`src/klv_track_demux_assert.svh`:
```
// Assertion helpers for the KLV track demultiplexer.
`ifndef KLV_TRACK_DEMUX_ASSERT_SVH
`define KLV_TRACK_DEMUX_ASSERT_SVH

`ifndef SYNTHESIS
// Property must hold at every clock edge outside reset.
`define KLVD_ASSERT(label, clk, rst_n, prop) \
  label: assert property (@(posedge clk) disable iff (!rst_n) prop) \
    else $error("klvd assertion failed");
// Condition must never be seen outside reset.
`define KLVD_ASSERT_NEVER(label, clk, rst_n, cond) \
  label: assert property (@(posedge clk) disable iff (!rst_n) !(cond)) \
    else $error("klvd forbidden condition seen");
`else
`define KLVD_ASSERT(label, clk, rst_n, prop)
`define KLVD_ASSERT_NEVER(label, clk, rst_n, cond)
`endif

`endif

```
`src/klvd_pkg.sv`:
```
`timescale 1ns / 1ps
package klvd_pkg;

  localparam int unsigned ByteW     = 8;
  localparam int unsigned TrackW    = 32;
  localparam int unsigned LenW      = 24;
  localparam int unsigned KeyUpperW = 64;
  localparam int unsigned KeyLowerW = 32;
  localparam int unsigned CfgIdxW   = 8;
  localparam int unsigned CfgDataW  = 64;

  localparam int unsigned QueueDepthDefault = 2;

  localparam logic [ByteW-1:0] RunInEnd     = 8'd6;
  localparam logic [3:0]       KeyMatchLast = 4'd11;
  localparam logic [3:0]       KeyLastPos   = 4'd15;
  localparam logic [1:0]       LenLastPos   = 2'd3;

  localparam logic [KeyUpperW-1:0] KeyUpperReset = 64'h060E_2B34_0102_0101;
  localparam logic [KeyLowerW-1:0] KeyLowerReset = 32'h0D01_0301;

  // Register indexes on the configuration port
  localparam logic [CfgIdxW-1:0] RegKeyUpper = 8'd0;
  localparam logic [CfgIdxW-1:0] RegKeyLower = 8'd1;

  // Parse phases
  localparam logic [1:0] PhSeek  = 2'd0;
  localparam logic [1:0] PhKey   = 2'd1;
  localparam logic [1:0] PhLen   = 2'd2;
  localparam logic [1:0] PhValue = 2'd3;

  typedef struct packed {
    logic [TrackW-1:0] track_id;
    logic [ByteW-1:0]  payload_byte;
    logic              last_of_packet;
  } klvd_rec_t;

  // Key byte at position pos (0 to 11), first byte most significant
  function automatic logic [ByteW-1:0] key_byte(input logic [KeyUpperW-1:0] upper,
                                                input logic [KeyLowerW-1:0] lower,
                                                input logic [3:0] pos);
    logic [KeyUpperW+KeyLowerW-1:0] key;
    logic [6:0]                     base;
    key  = {upper, lower};
    base = 7'(88 - 8 * int'(pos));
    return key[base +: ByteW];
  endfunction

endpackage

```
`src/klvd_queue.sv`:
```
`timescale 1ns / 1ps
`include "klv_track_demux_assert.svh"
module klvd_queue import klvd_pkg::*; #(
  parameter int unsigned Depth = QueueDepthDefault
) (
  input  logic      clk_i,
  input  logic      rst_ni,
  input  logic      push_i,
  input  klvd_rec_t rec_i,
  output logic      space_o,
  input  logic      pop_i,
  output klvd_rec_t rec_o,
  output logic      avail_o
);

  localparam int unsigned IdxW = (Depth > 1) ? $clog2(Depth) : 1;
  localparam int unsigned CntW = $clog2(Depth + 1);

  klvd_rec_t           entries_q [Depth];
  logic [IdxW-1:0]     wr_ptr_q, rd_ptr_q;
  logic [CntW-1:0]     cnt_q;
  logic                do_push, do_pop;

  assign space_o = (cnt_q != CntW'(Depth));
  assign avail_o = (cnt_q != '0);
  assign do_push = push_i & space_o;
  assign do_pop  = pop_i & avail_o;
  assign rec_o   = entries_q[rd_ptr_q];

  always_ff @(posedge clk_i) begin
    if (do_push) begin
      entries_q[wr_ptr_q] <= rec_i;
    end
  end

  always_ff @(posedge clk_i or negedge rst_ni) begin
    if (!rst_ni) begin
      wr_ptr_q <= '0;
      rd_ptr_q <= '0;
      cnt_q    <= '0;
    end else begin
      if (do_push) begin
        wr_ptr_q <= (wr_ptr_q == IdxW'(Depth - 1)) ? '0 : wr_ptr_q + 1'b1;
      end
      if (do_pop) begin
        rd_ptr_q <= (rd_ptr_q == IdxW'(Depth - 1)) ? '0 : rd_ptr_q + 1'b1;
      end
      if (do_push && !do_pop) begin
        cnt_q <= cnt_q + 1'b1;
      end else if (do_pop && !do_push) begin
        cnt_q <= cnt_q - 1'b1;
      end
    end
  end

  `KLVD_ASSERT_NEVER(a_no_overflow, clk_i, rst_ni, push_i && !space_o)
  `KLVD_ASSERT(a_cnt_bounded, clk_i, rst_ni, cnt_q <= CntW'(Depth))

endmodule

```
`config.mk`:
```
export PLATFORM = sky130hd
export DESIGN_NAME = klvd_queue
export DESIGN_NICKNAME = d
export VERILOG_FILES = /design/src/klvd_pkg.sv /design/src/klvd_queue.sv
export VERILOG_INCLUDE_DIRS = /design/src /design/src/src
export SDC_FILE = /design/constraint.sdc
export NUM_CORES = 1
export LEC_CHECK = 0
export BUFFER_PORTS_ARGS = -buffer_cell sky130_fd_sc_hd__buf_4
export CAP_MARGIN = 15
export CORE_MARGIN = 3
export CORE_UTILIZATION = 50
export CTS_BUF_LIST = sky130_fd_sc_hd__clkbuf_8
export DETAILED_ROUTE_END_ITERATION = 16
export MAX_ROUTING_LAYER = met4
export PLACE_DENSITY = 0.82
export RECOVER_POWER = 25
export SYNTH_ARGS = -nofsm -noshare
export SYNTH_HDL_FRONTEND = slang
export SYNTH_SLANG_ARGS = --single-unit
```
`constraint.sdc`:
```
create_clock -name clk_i -period 3.6 [get_ports clk_i]
set_input_delay 0.36 -clock clk_i [delete_from_list [all_inputs] [get_ports clk_i]]
set_output_delay 0.36 -clock clk_i [all_outputs]
set_load 0.01 [all_outputs]
```
# Word level (Yosys, flattened, before mapping)
# Memories as Yosys holds them, arrays and structs flattened.
# Cells that the tools add are included.
[word_totals] reg_bits=4 ram_bits=82 input_bits=45 out_inout_bits=43 wordCells=23 n_memories=1
[classes] n_addsub=4 n_eq_ne=1 n_mux=6 bitwise_logic=2 n_reduce_logical=6
[mem_list] name="entries_q" depth=2 word_bits=41 rd=1 rd_clocked_by_memory_dff=0 write_ports=1 line_no="klvd_queue.sv:19" source="klvd_rec_t entries_q [Depth];"
[ops] op="$mux 1" count=4
[ops] op="$mux 2" count=2
[ops] op="$reduce_bool 2->1" count=2
[ops] op="$add 1x1->1 const B" count=2
[ops] op="$add 2x1->2 const B" count=1
[ops] op="$and 1x1->1" count=2
[ops] op="$logic_and 1x1->1" count=2
[ops] op="$logic_not 1->1" count=2
[ops] op="$ne 2x2->1 const B" count=1
[ops] op="$sub 2x1->2 const B" count=1

# Logic depth before layout (Yosys ltp)
# Gate-level depths: netlist of the first run.
[depth] depth_word=6 mapped_depth=7 mapped_depth_nobuf=7

# Worst setup path before layout of the first run
# OpenSTA, ideal clock, no wires.
[synth_timing] kind="register -> register" from="register cnt_q[0]" to="memory entries_q[0][0] (netlist bit), enable pin" setup_ns=0.439 arrival_ns=2.426 required_ns=3.161 path_slack_ns=0.735 path_stages_with_launch=4 n_path_buf=0 synth_period_minus_slack_ns=2.865 cell_sequence="dfrtp_1 -> nand2b_1 -> nand2_1 -> nor2_1"
[synth_between] elab_chain_len=4
[synth_lines] element="from (decl)" line_no="klvd_queue.sv:21" source="logic [CntW-1:0] cnt_q;"
[synth_lines] element="from (signal assigned)" line_no="klvd_queue.sv:49" source="cnt_q <= cnt_q + 1'b1;"
[synth_lines] element="from (signal assigned)" line_no="klvd_queue.sv:51" source="cnt_q <= cnt_q - 1'b1;"
[synth_lines] element="$ne 2x2->1" line_no="klvd_queue.sv:24" source="assign space_o = (cnt_q != CntW'(Depth));"
[synth_lines] element="via space_o" line_no="klvd_queue.sv:10" source="output logic space_o,"
[synth_lines] element="$and 1x1->1" line_no="klvd_queue.sv:26" source="assign do_push = push_i & space_o;"
[synth_lines] element="$mux 1" line_no="klvd_queue.sv:31" source="if (do_push) begin"
[synth_lines] element="$mux 1 (not written as such)" line_no="klvd_queue.sv:32" source="entries_q[wr_ptr_q] <= rec_i;"
[synth_lines] element="to (decl)" line_no="klvd_queue.sv:19"
# The timed path passes the listed nets, and every way through them passes these cells.

==> metrics.yaml, run 1 <==
floorplanning:
  die_width_um: 87.9
  die-area_mm2: 0.00773
  ioPinCount: 88
  row_count: 29
  floorplan.initialDensity: 0.523
  die-height_um: 87.9
  core-area_mm2: 0.00642
critical_path:
  critPathLaunchType: "register"
  worstSetupEndpointType: "output pin"
  worstRegToRegCells: 4
  setup.reg_to_reg.worst_slack_ps: 1580
  timing.critical_path.required_ps: 3240
  worst_path_arrival_ps: 1800
  critical_path.max_fanout: 17
  worstSetupPathType: "reg2out"
logic_synthesis:
  mappedNetlistArea_mm2: 0.00336
  ys_seq_elements: 86
  avgSynthCellArea_um2: 23.0
  post_synth_inst_count: 146
  yosys_warnings: 0
  ys_types: 15
  syn_nets: 192
  yosysSeqAreaShare: 0.764
pwr:
  post-layout-total-power_mw: 3.26
  power.share.clock: 0.179
  power_switching_share: 0.293
  peak_supply_drop_mv: 0.642
  power_report.internal_total_mw: 2.31
  power_density_mw_per_mm2: 774
  sequentialPowerShare: 0.452
  power_switching_uw: 954
  power.share.combinational: 0.369
  static-leakage-power_nw: 1.69
clocking:
  clock_path_buffers: 2
  cts_resized: 0
  cts_inserted_buffers: 9
  ctsRootBufferMaster: "sky130_fd_sc_hd__clkbuf_8"
  path_clk_slew_ps: 80
  clock_tree.htree_level_count: 3
  clkLatencyLatePin_ps: 340
  tritoncts: "done"
  tritoncts_num_sinks: 86
grt:
  grt_util_all_layers: 0.147
  grt_start_max_net_pins: 42
  grt_remaining_overflow: 0
  initial_antenna_violation_count: 0
  grt_pass1_wl_mm: 7.90
  grt_pass1_vias: 1628
timing:
  final_hold_viol_count: 0
  report.final.setup_viol: 0
  final_count_of_pins_violating_max_slew: 0
  grt_setup_unrepaired: "no"
  finalCritPeriodShare: 0.601
  fin_setup_tns_ps: 0
  fin_worst_skew_ps: 10.1
  period_minus_slack_ps: 2160
  fmax_mhz: 462
  worst_slew_margin_rel: 0.359
  max_slew.worst_pin.slew_ps: 962
placed_design:
  post_detail_place_hpwl_mm: 3.70
  gp_congestion: 0.679
  placement.io_buffers: 87
worst_hold_path:
  holdPathStages: 1
  hold_class: "in2reg"
status:
  run_status: "finished clean"
route:
  wl_per_cell_um: 16.3
  drt_first_pass_iters: 4
  antenna_left: 0
  detail_route.drc_violations: 0
  route.vias.total: 1596
  routed_wirelength_mm: 5.29
  detail_route.vias_per_cell: 4.91
  drt_first_iter_violations: 58
layout:
  num-nets-final: 289
  antenna_cells_inserted: 0
  drive_above_1_share: 0.581
  layout-area-overhead-vs-synth_pct: 25.5
run:
  maxCapViolCount: 0
==> power groups by stage <==
stage | registers, mW | logic, mW | clock network (mW)
6_report | 1.47 | 1.20 | 0.584
5_1_grt | 1.50 | 1.28 | 0.649
4_1_cts | 1.48 | 1.23 | 0.606
3_5_place_dp | 1.50 | 1.23 | 0
3_3_place_gp | 1.48 | 1.21 | 0
2_1_floorplan | 1.45 | 0.870 | 0
==> flip-flops by register name, indices dropped and copies added, names as in the netlist <==
signal	cells
rd_ptr_q	1
cnt_q	2
entries_q	82
wr_ptr_q	1
==> per-layer routing <==
metal	wire, um	vias up	track usage
met5	0	-	-
met4	42	0	0.0502
met3	405	5	0.0536
met2	2640	67	0.235
met1	2200	766	0.173
li1	-	758	-
==> layout by cell type (no fill, tap or decap) <==
cell type,instances
sky130_fd_sc_hd__nand2b_1,1
sky130_fd_sc_hd__clkbuf_4,23
sky130_fd_sc_hd__ha_1,1
sky130_fd_sc_hd__nor2_1,1
sky130_fd_sc_hd__dlygate4sd3_1,1
sky130_fd_sc_hd__inv_1,2
sky130_fd_sc_hd__dfrtp_1,3
sky130_fd_sc_hd__inv_6,2
sky130_fd_sc_hd__xnor2_1,3
sky130_fd_sc_hd__or2_1,1
sky130_fd_sc_hd__dfrtp_2,1
sky130_fd_sc_hd__buf_4,62
sky130_fd_sc_hd__and3_2,1
sky130_fd_sc_hd__nand2_1,2
sky130_fd_sc_hd__clkinv_4,1
sky130_fd_sc_hd__clkbuf_1,5
sky130_fd_sc_hd__nor2_4,1
sky130_fd_sc_hd__mux2_2,2
sky130_fd_sc_hd__mux2_4,39
sky130_fd_sc_hd__clkinv_2,1
sky130_fd_sc_hd__clkbuf_8,9
sky130_fd_sc_hd__edfxtp_1,82
sky130_fd_sc_hd__clkinvlp_4,2
sky130_fd_sc_hd__xor2_1,2
==> worst max-delay path: stages, from the launching register on <==
cell                      delay [ps]
sky130_fd_sc_hd__dfrtp_2         590
sky130_fd_sc_hd__buf_4           390
sky130_fd_sc_hd__mux2_4          340
sky130_fd_sc_hd__buf_4           150
==> logic make-up after synthesis <==
family / Yosys count / share of synthesized area
xor+xnor: 5 / 0.0131
fa+ha+maj: 1 / 0.00373
buf+inv: 6 / 0.0283
flops: 86 / 0.764
mux: 41 / 0.181
simple gates: 7 / 0.0101
==> metrics by stage <==
stage,utilization,cells,area (um2),hold WS [ps],worst slack [ps]
after floorplan,-,146,3360,64.4,735
after global placement,0.630,308,4050,158,1620
after detailed placement,0.630,308,4050,159,1540
after CTS,0.659,325,4230,176,1390
after global routing,0.656,325,4210,183,1340
final,0.656,325,4210,207,1440
==> final timing paths <==
check	from	end
worst max-delay path	rd_ptr_q	rec_o[28]
worst min-delay path	rec_i[7]	entries_q[1][7]
worst max register to register	cnt_q[0]	entries_q[0][11]
worst min register to register	cnt_q[1]	cnt_q[1]
max in group asynchronous	rst_ni	rd_ptr_q
min in group asynchronous	rst_ni	cnt_q[1]
==> cell usage after synthesis <==
| library cell | n | share of area |
|---|---|---|
| sky130_fd_sc_hd__edfxtp_1 | 82 | 0.73 |
| sky130_fd_sc_hd__mux2_4 | 39 | 0.17 |
| sky130_fd_sc_hd__buf_12 | 4 | 0.024 |
| sky130_fd_sc_hd__dfrtp_1 | 4 | 0.030 |
| sky130_fd_sc_hd__xnor2_1 | 3 | 0.0078 |
| sky130_fd_sc_hd__mux2_2 | 2 | 0.0067 |
| sky130_fd_sc_hd__nand2_1 | 2 | 0.0022 |
| sky130_fd_sc_hd__nor2_1 | 2 | 0.0022 |
| sky130_fd_sc_hd__xor2_1 | 2 | 0.0052 |
| sky130_fd_sc_hd__and3_1 | 1 | 0.0019 |
| sky130_fd_sc_hd__buf_6 | 1 | 0.0034 |
| sky130_fd_sc_hd__ha_1 | 1 | 0.0037 |
| sky130_fd_sc_hd__inv_1 | 1 | 0.0011 |
| sky130_fd_sc_hd__nand2b_1 | 1 | 0.0019 |
| sky130_fd_sc_hd__or2_1 | 1 | 0.0019 |
==> area by class of cell <==
type / instances / area (um2)
fillers: 465 / 2210
well taps: 77 / 96.3
multi-input cells: 54 / 707
clock inverters: 7 / 50.0
clock buffers: 9 / 124
inverters: 1 / 3.75
flip-flops and latches: 86 / 2560
repair buffers: 91 / 667
==> repair_timing <==
action,CTS,global route
hold buffers,1,0
hold endpoints to repair,4,0
buffers inserted,0,0
(Power assumes the default switching activity.)
==> run 2: changes to the inputs <==
==> constraint.sdc (replaced) <==
create_clock -name clk_i -period 2 [get_ports clk_i]
set_input_delay 0.2 -clock clk_i [delete_from_list [all_inputs] [get_ports clk_i]]
set_output_delay 0.2 -clock clk_i [all_outputs]
set_load 0.01 [all_outputs]
==> metrics.yaml, run 2 (synthesis gave the netlist of run 1 again) <==
timing:
  grt_setup_unrepaired: "no"
  period_minus_slack_ps: 1760
  max_slew.worst_pin.slew_ps: 372
  final_count_of_pins_violating_max_slew: 0
  finalWorstSetupSlack_ps: 240
  fin_setup_tns_ps: 0
  report.final.setup_viol: 0
  fmax_mhz: 568
  finalCritPeriodShare: 0.880
  final_hold_viol_count: 0
  fin_worst_skew_ps: 9.83
  worst_slew_margin_rel: 0.752
worst_hold_path:
  timing.hold.worst.start: "rec_i[36]"
  hold_class: "in2reg"
  timing.hold.worst_endpoint: "entries_q[1][36]"
  holdPathStages: 1
layout:
  layout-area-overhead-vs-synth_pct: 25.9
  finalNonFillerCells: 325
  number_of_flip_flops_under_the_largest_register_name: 82
  antenna_cells_inserted: 0
  num-nets-final: 290
  largest_registers: "entries_q (82), cnt_q (2)"
  largest-register: "entries_q"
  mostFrequentLayoutCell: "sky130_fd_sc_hd__edfxtp_1"
  drive_above_1_share: 0.581
  commonest_cells_after_routing_fill_and_taps_aside: "82 x sky130_fd_sc_hd__edfxtp_1, 62 x sky130_fd_sc_hd__buf_4, 39 x sky130_fd_sc_hd__mux2_4, 22 x sky130_fd_sc_hd__clkbuf_4, 9 x sky130_fd_sc_hd__clkbuf_8"
  fillerInstances: 472
placed_design:
  placement.io_buffers: 87
  gp_congestion: 0.676
  placed_cells_incl_taps: 309
  dp_slack_ps: 468
critical_path:
  critical_path.n_buffers_inverters: 2
  worstRegToRegCells: 6
  critPathLaunchType: "register"
  worstPathCellList: "buf_12, mux2_2, buf_4"
  worstSetupEndpointType: "output pin"
  critical_path.max_fanout: 42
  cpLargestDelayFamily: "buffers and inverters"
  worst_r2r_endpoint: "cnt_q[1]"
  setup.reg_to_reg.worst_slack_ps: 460
  max_stage_delay_ps: 390
  crit-reg2reg-launch: "cnt_q[0]"
  timing.critical_path.required_ps: 1800
  cp_slowest_cell: "sky130_fd_sc_hd__mux2_2"
  worstSetupPathType: "reg2out"
  worst_path_arrival_ps: 1560
status:
  run_status: "finished clean"
run:
  maxCapViolCount: 0
pwr:
  peak_supply_drop_mv: 0.701
  post-layout-total-power_mw: 5.84
  static-leakage-power_nw: 1.70
  power_density_mw_per_mm2: 1380
route:
  drt_first_iter_violations: 53
  detail_route.vias_per_cell: 4.88
  routed_wirelength_mm: 5.32
  detail_route.drc_violations: 0
  drt_first_pass_iters: 2
  wl_per_cell_um: 16.4
  route.vias.total: 1586
  antenna_left: 0
clocking:
  cts_inserted_buffers: 9
  ctsRootBufferMaster: "sky130_fd_sc_hd__clkbuf_8"
  tritoncts: "done"
  clock_path_buffers: 2
  clkLatencyLatePin_ps: 340
  path_clk_slew_ps: 80
  tritoncts_num_sinks: 86
  clock_tree.htree_level_count: 3
  cts_resized: 0
grt:
  grt_util_all_layers: 0.154
  grt_use_met2: 0.255
  grt_most_used_layer: "met2"
  grt_pass1_vias: 1653
  grt_pass1_wl_mm: 8.30
  grt_remaining_overflow: 0
  grt_start_max_net_pins: 43
  initial_antenna_violation_count: 0
  globalRouteMet3Util: 0.0621
  globalRouteMet1Util: 0.172
floorplanning:
  floorplan.initialDensity: 0.523
  die-height_um: 87.9
  die_width_um: 87.9
  core-area_mm2: 0.00642
  die-area_mm2: 0.00773
  ioPinCount: 88
  row_count: 29
-- run 2: changes by cell type in the layout (fill, tap and decap cells not counted) --
| cell | before | now |
|---|---|---|
| sky130_fd_sc_hd__clkinv_2 | 1 | 4 |
| sky130_fd_sc_hd__buf_12 | 0 | 2 |
| sky130_fd_sc_hd__inv_6 | 2 | 0 |
| sky130_fd_sc_hd__clkbuf_4 | 23 | 22 |
| sky130_fd_sc_hd__clkinv_4 | 1 | 0 |
| sky130_fd_sc_hd__clkinvlp_4 | 2 | 1 |
-- run 2: where the power goes --
part	switching (mW)	internal [mW]	leakage [nW]	total [mW]
combinational	1.00	1.27	0.806	2.28
sequential	0.128	2.47	0.807	2.60
clock	0.538	0.430	0.0858	0.968
total	1.67	4.17	1.70	5.84
-- run 2: how the worst max path moves through the flow --
stage             start               end  slack [ps]  cells after the start
6_report       rd_ptr_q         rec_o[21]         240                      3
3_3_place_gp   cnt_q[0]  entries_q[0][37]         530                      4
5_1_grt        rd_ptr_q         rec_o[21]         150                      3
3_5_place_dp   cnt_q[0]  entries_q[0][31]         470                      4
2_1_floorplan  cnt_q[0]   entries_q[0][0]         250                      3
4_1_cts        rd_ptr_q         rec_o[21]         220                      3
-- run 2: metal layers --
| metal | share of wire | vias to the layer above |
|---|---|---|
| li1 | - | 761 |
| met2 | 0.53 | 60 |
| met1 | 0.39 | 758 |
| met4 | 0.0058 | 0 |
| met5 | 0 | - |
| met3 | 0.073 | 7 |
-- run 2: what timing repair did --
action | CTS | global route
endpoints found under the hold margin | 4 | 0
hold buffers | 1 | 0
buffers inserted | 0 | 0
-- run 2: cell type report --
class                      instances  area (um2)  area share
tap                               77        96.3      0.0228
multi-input combinational         54         707       0.167
clock inverter                     6        31.3     0.00740
inverter                           1        3.75    0.000888
clock buffer                       9         124      0.0293
timing repair buffer              92         699       0.166
sequential                        86        2560       0.607
-- run 2: stage by stage --
step / hold slack [ps] / util / instance area (um2)
2_1_floorplan: -95.6 / - / 3360
3_3_place_gp: -0.650 / 0.635 / 4080
3_5_place_dp: 2.16 / 0.635 / 4080
4_1_cts: 25.4 / 0.661 / 4240
5_1_grt: 20.3 / 0.658 / 4230
6_report: 45.9 / 0.658 / 4230
==> run 3: changes to the inputs <==
--- a/config.mk
+++ b/config.mk
@@ -7,7 +7,7 @@
 export NUM_CORES = 1
 export LEC_CHECK = 0
 export BUFFER_PORTS_ARGS = -buffer_cell sky130_fd_sc_hd__buf_4
-export CAP_MARGIN = 15
+export CAP_MARGIN = 20
 export CORE_MARGIN = 3
 export CORE_UTILIZATION = 50
 export CTS_BUF_LIST = sky130_fd_sc_hd__clkbuf_8
@@ -15,6 +15,7 @@
 export MAX_ROUTING_LAYER = met4
 export PLACE_DENSITY = 0.82
 export RECOVER_POWER = 25
+export SLEW_MARGIN = 0
 export SYNTH_ARGS = -nofsm -noshare
 export SYNTH_HDL_FRONTEND = slang
 export SYNTH_SLANG_ARGS = --single-unit
==> constraint.sdc (replaced) <==
create_clock -name clk_i -period 2 [get_ports clk_i]
set_input_delay 0.2 -clock clk_i [delete_from_list [all_inputs] [get_ports clk_i]]
set_output_delay 0.2 -clock clk_i [all_outputs]
set_load 0.1 [all_outputs]
==> metrics.yaml, run 3 (synthesis gave the netlist of run 1 again) <==
route:
  detail_route.vias_per_cell: 4.91
  wl_per_cell_um: 16.2
  antenna_left: 0
  drt_first_iter_violations: 128
  drt_first_pass_iters: 4
  route.vias.total: 1600
  routed_wirelength_mm: 5.29
  detail_route.drc_violations: 0
timing:
  fin_setup_tns_ps: 0
  period_minus_slack_ps: 1910
  whs_ps: 52.1
  final_hold_viol_count: 0
  report.final.setup_viol: 0
  finalCritPeriodShare: 0.953
  max_slew.worst_pin.slew_ps: 328
  fmax_mhz: 525
  final_count_of_pins_violating_max_slew: 0
  fin_worst_skew_ps: 4.81
  grt_setup_unrepaired: "no"
  worst_slew_margin_rel: 0.781
floorplanning:
  floorplan.initialDensity: 0.523
  core-area_mm2: 0.00642
  die-area_mm2: 0.00773
  row_count: 29
  die-height_um: 87.9
  ioPinCount: 88
  die_width_um: 87.9
worst_hold_path:
  hold_class: "in2reg"
grt:
  initial_antenna_violation_count: 0
  grt_remaining_overflow: 0
  grt_pass1_wl_mm: 8.20
  grt_start_max_net_pins: 32
  grt_pass1_vias: 1657
  grt_util_all_layers: 0.151
critical_path:
  cpLargestDelayFamily: "flip-flops"
  timing.critical_path.required_ps: 1800
  cp_slowest_cell: "sky130_fd_sc_hd__dfrtp_2"
  worstPathCellList: "buf_12, mux2_4, buf_4"
  critical_path.max_fanout: 19
  worst_path_arrival_ps: 1710
  critical_path.n_buffers_inverters: 2
  critPathLaunchType: "register"
  worstSetupEndpointType: "output pin"
  max_stage_delay_ps: 570
  worstSetupPathType: "reg2out"
layout:
  largest_registers: "entries_q (82), cnt_q (2)"
  number_of_flip_flops_under_the_largest_register_name: 82
  drive_above_1_share: 0.594
  fillerInstances: 449
  commonest_cells_after_routing_fill_and_taps_aside: "82 x sky130_fd_sc_hd__edfxtp_1, 57 x sky130_fd_sc_hd__buf_4, 39 x sky130_fd_sc_hd__mux2_4, 28 x sky130_fd_sc_hd__clkbuf_4, 9 x sky130_fd_sc_hd__clkbuf_8"
  mostFrequentLayoutCell: "sky130_fd_sc_hd__edfxtp_1"
  antenna_cells_inserted: 0
  num-nets-final: 291
  finalNonFillerCells: 326
  largest-register: "entries_q"
  layout-area-overhead-vs-synth_pct: 28.0
clocking:
  cts_inserted_buffers: 9
  tritoncts_num_sinks: 86
  clkLatencyLatePin_ps: 330
  path_clk_slew_ps: 70
  ctsRootBufferMaster: "sky130_fd_sc_hd__clkbuf_8"
  tritoncts: "done"
  clock_path_buffers: 2
  clock_tree.htree_level_count: 3
  cts_resized: 0
placed_design:
  post_detail_place_hpwl_mm: 3.76
  placement.io_buffers: 87
  placed_cells_incl_taps: 310
  gp_congestion: 0.786
run:
  maxCapViolCount: 0
status:
  run_status: "finished clean"
## run 3: cell types whose count changed in the layout (fill, tap and decap cells not counted), sizes merged
cell,delta
clkbuf,+4
bufinv,+1
clkinv,-1
buf,-3
## run 3: per-stage QoR
step / cell area [um2] / utilization / setup WS (ps)
6_report: 4300 / 0.669 / 93.4
5_1_grt: 4300 / 0.669 / 17.7
4_1_cts: 4310 / 0.671 / 61.2
3_5_place_dp: 4120 / 0.641 / 441
3_3_place_gp: 4120 / 0.641 / 452
2_1_floorplan: 3370 / - / 26.2
## run 3: worst paths after layout
| path | start | end | slack [ps] | cells past startpoint |
|---|---|---|---|---|
| worst max-delay path | rd_ptr_q | rec_o[37] | 90 | 3 |
| worst min-delay path | rec_i[18] | entries_q[0][18] | 50 | 1 |
| worst max register to register | cnt_q[0] | entries_q[1][16] | 490 | 3 |
| worst min register to register | cnt_q[0] | cnt_q[0] | 540 | 1 |
| max in group asynchronous | rst_ni | rd_ptr_q | 1690 | 2 |
| min in group asynchronous | rst_ni | cnt_q[0] | 200 | 2 |
## run 3: timing repair
item,4_1_cts,5_1_grt
setup buffers,0,0
endpoints found under the hold margin,4,0
hold buffers,1,0
## run 3: area by class of cell
cell class | count | area, um2 | share of cell area
multi-input combinational | 54 | 714 | 0.166
inverter | 1 | 3.75 | 0.000874
sequential | 86 | 2560 | 0.597
tap | 77 | 96.3 | 0.0224
clock inverter | 6 | 55.1 | 0.0128
clock buffer | 9 | 124 | 0.0288
timing repair buffer | 93 | 739 | 0.172
## run 3: per-layer routing
| layer | wire [um] | up-vias | track usage | part of all wire |
|---|---|---|---|---|
| met5 | 0 | - | - | 0 |
| li1 | - | 765 | - | - |
| met1 | 2280 | 763 | 0.187 | 0.43 |
| met4 | 51 | 0 | 0.0739 | 0.0096 |
| met3 | 358 | 7 | 0.0405 | 0.068 |
| met2 | 2610 | 65 | 0.232 | 0.49 |
## run 3: worst register-to-register path: cells and delay by family, from the launching register on
kind | cells | cell delay [ps]
buffers and inverters | 1 | 260
and+or+nand+nor | 2 | 540
DFF | 1 | 400
Power of run 3 is not shown: default switching activity piles up to over one toggle a cycle in this logic, so the estimate is an artifact.
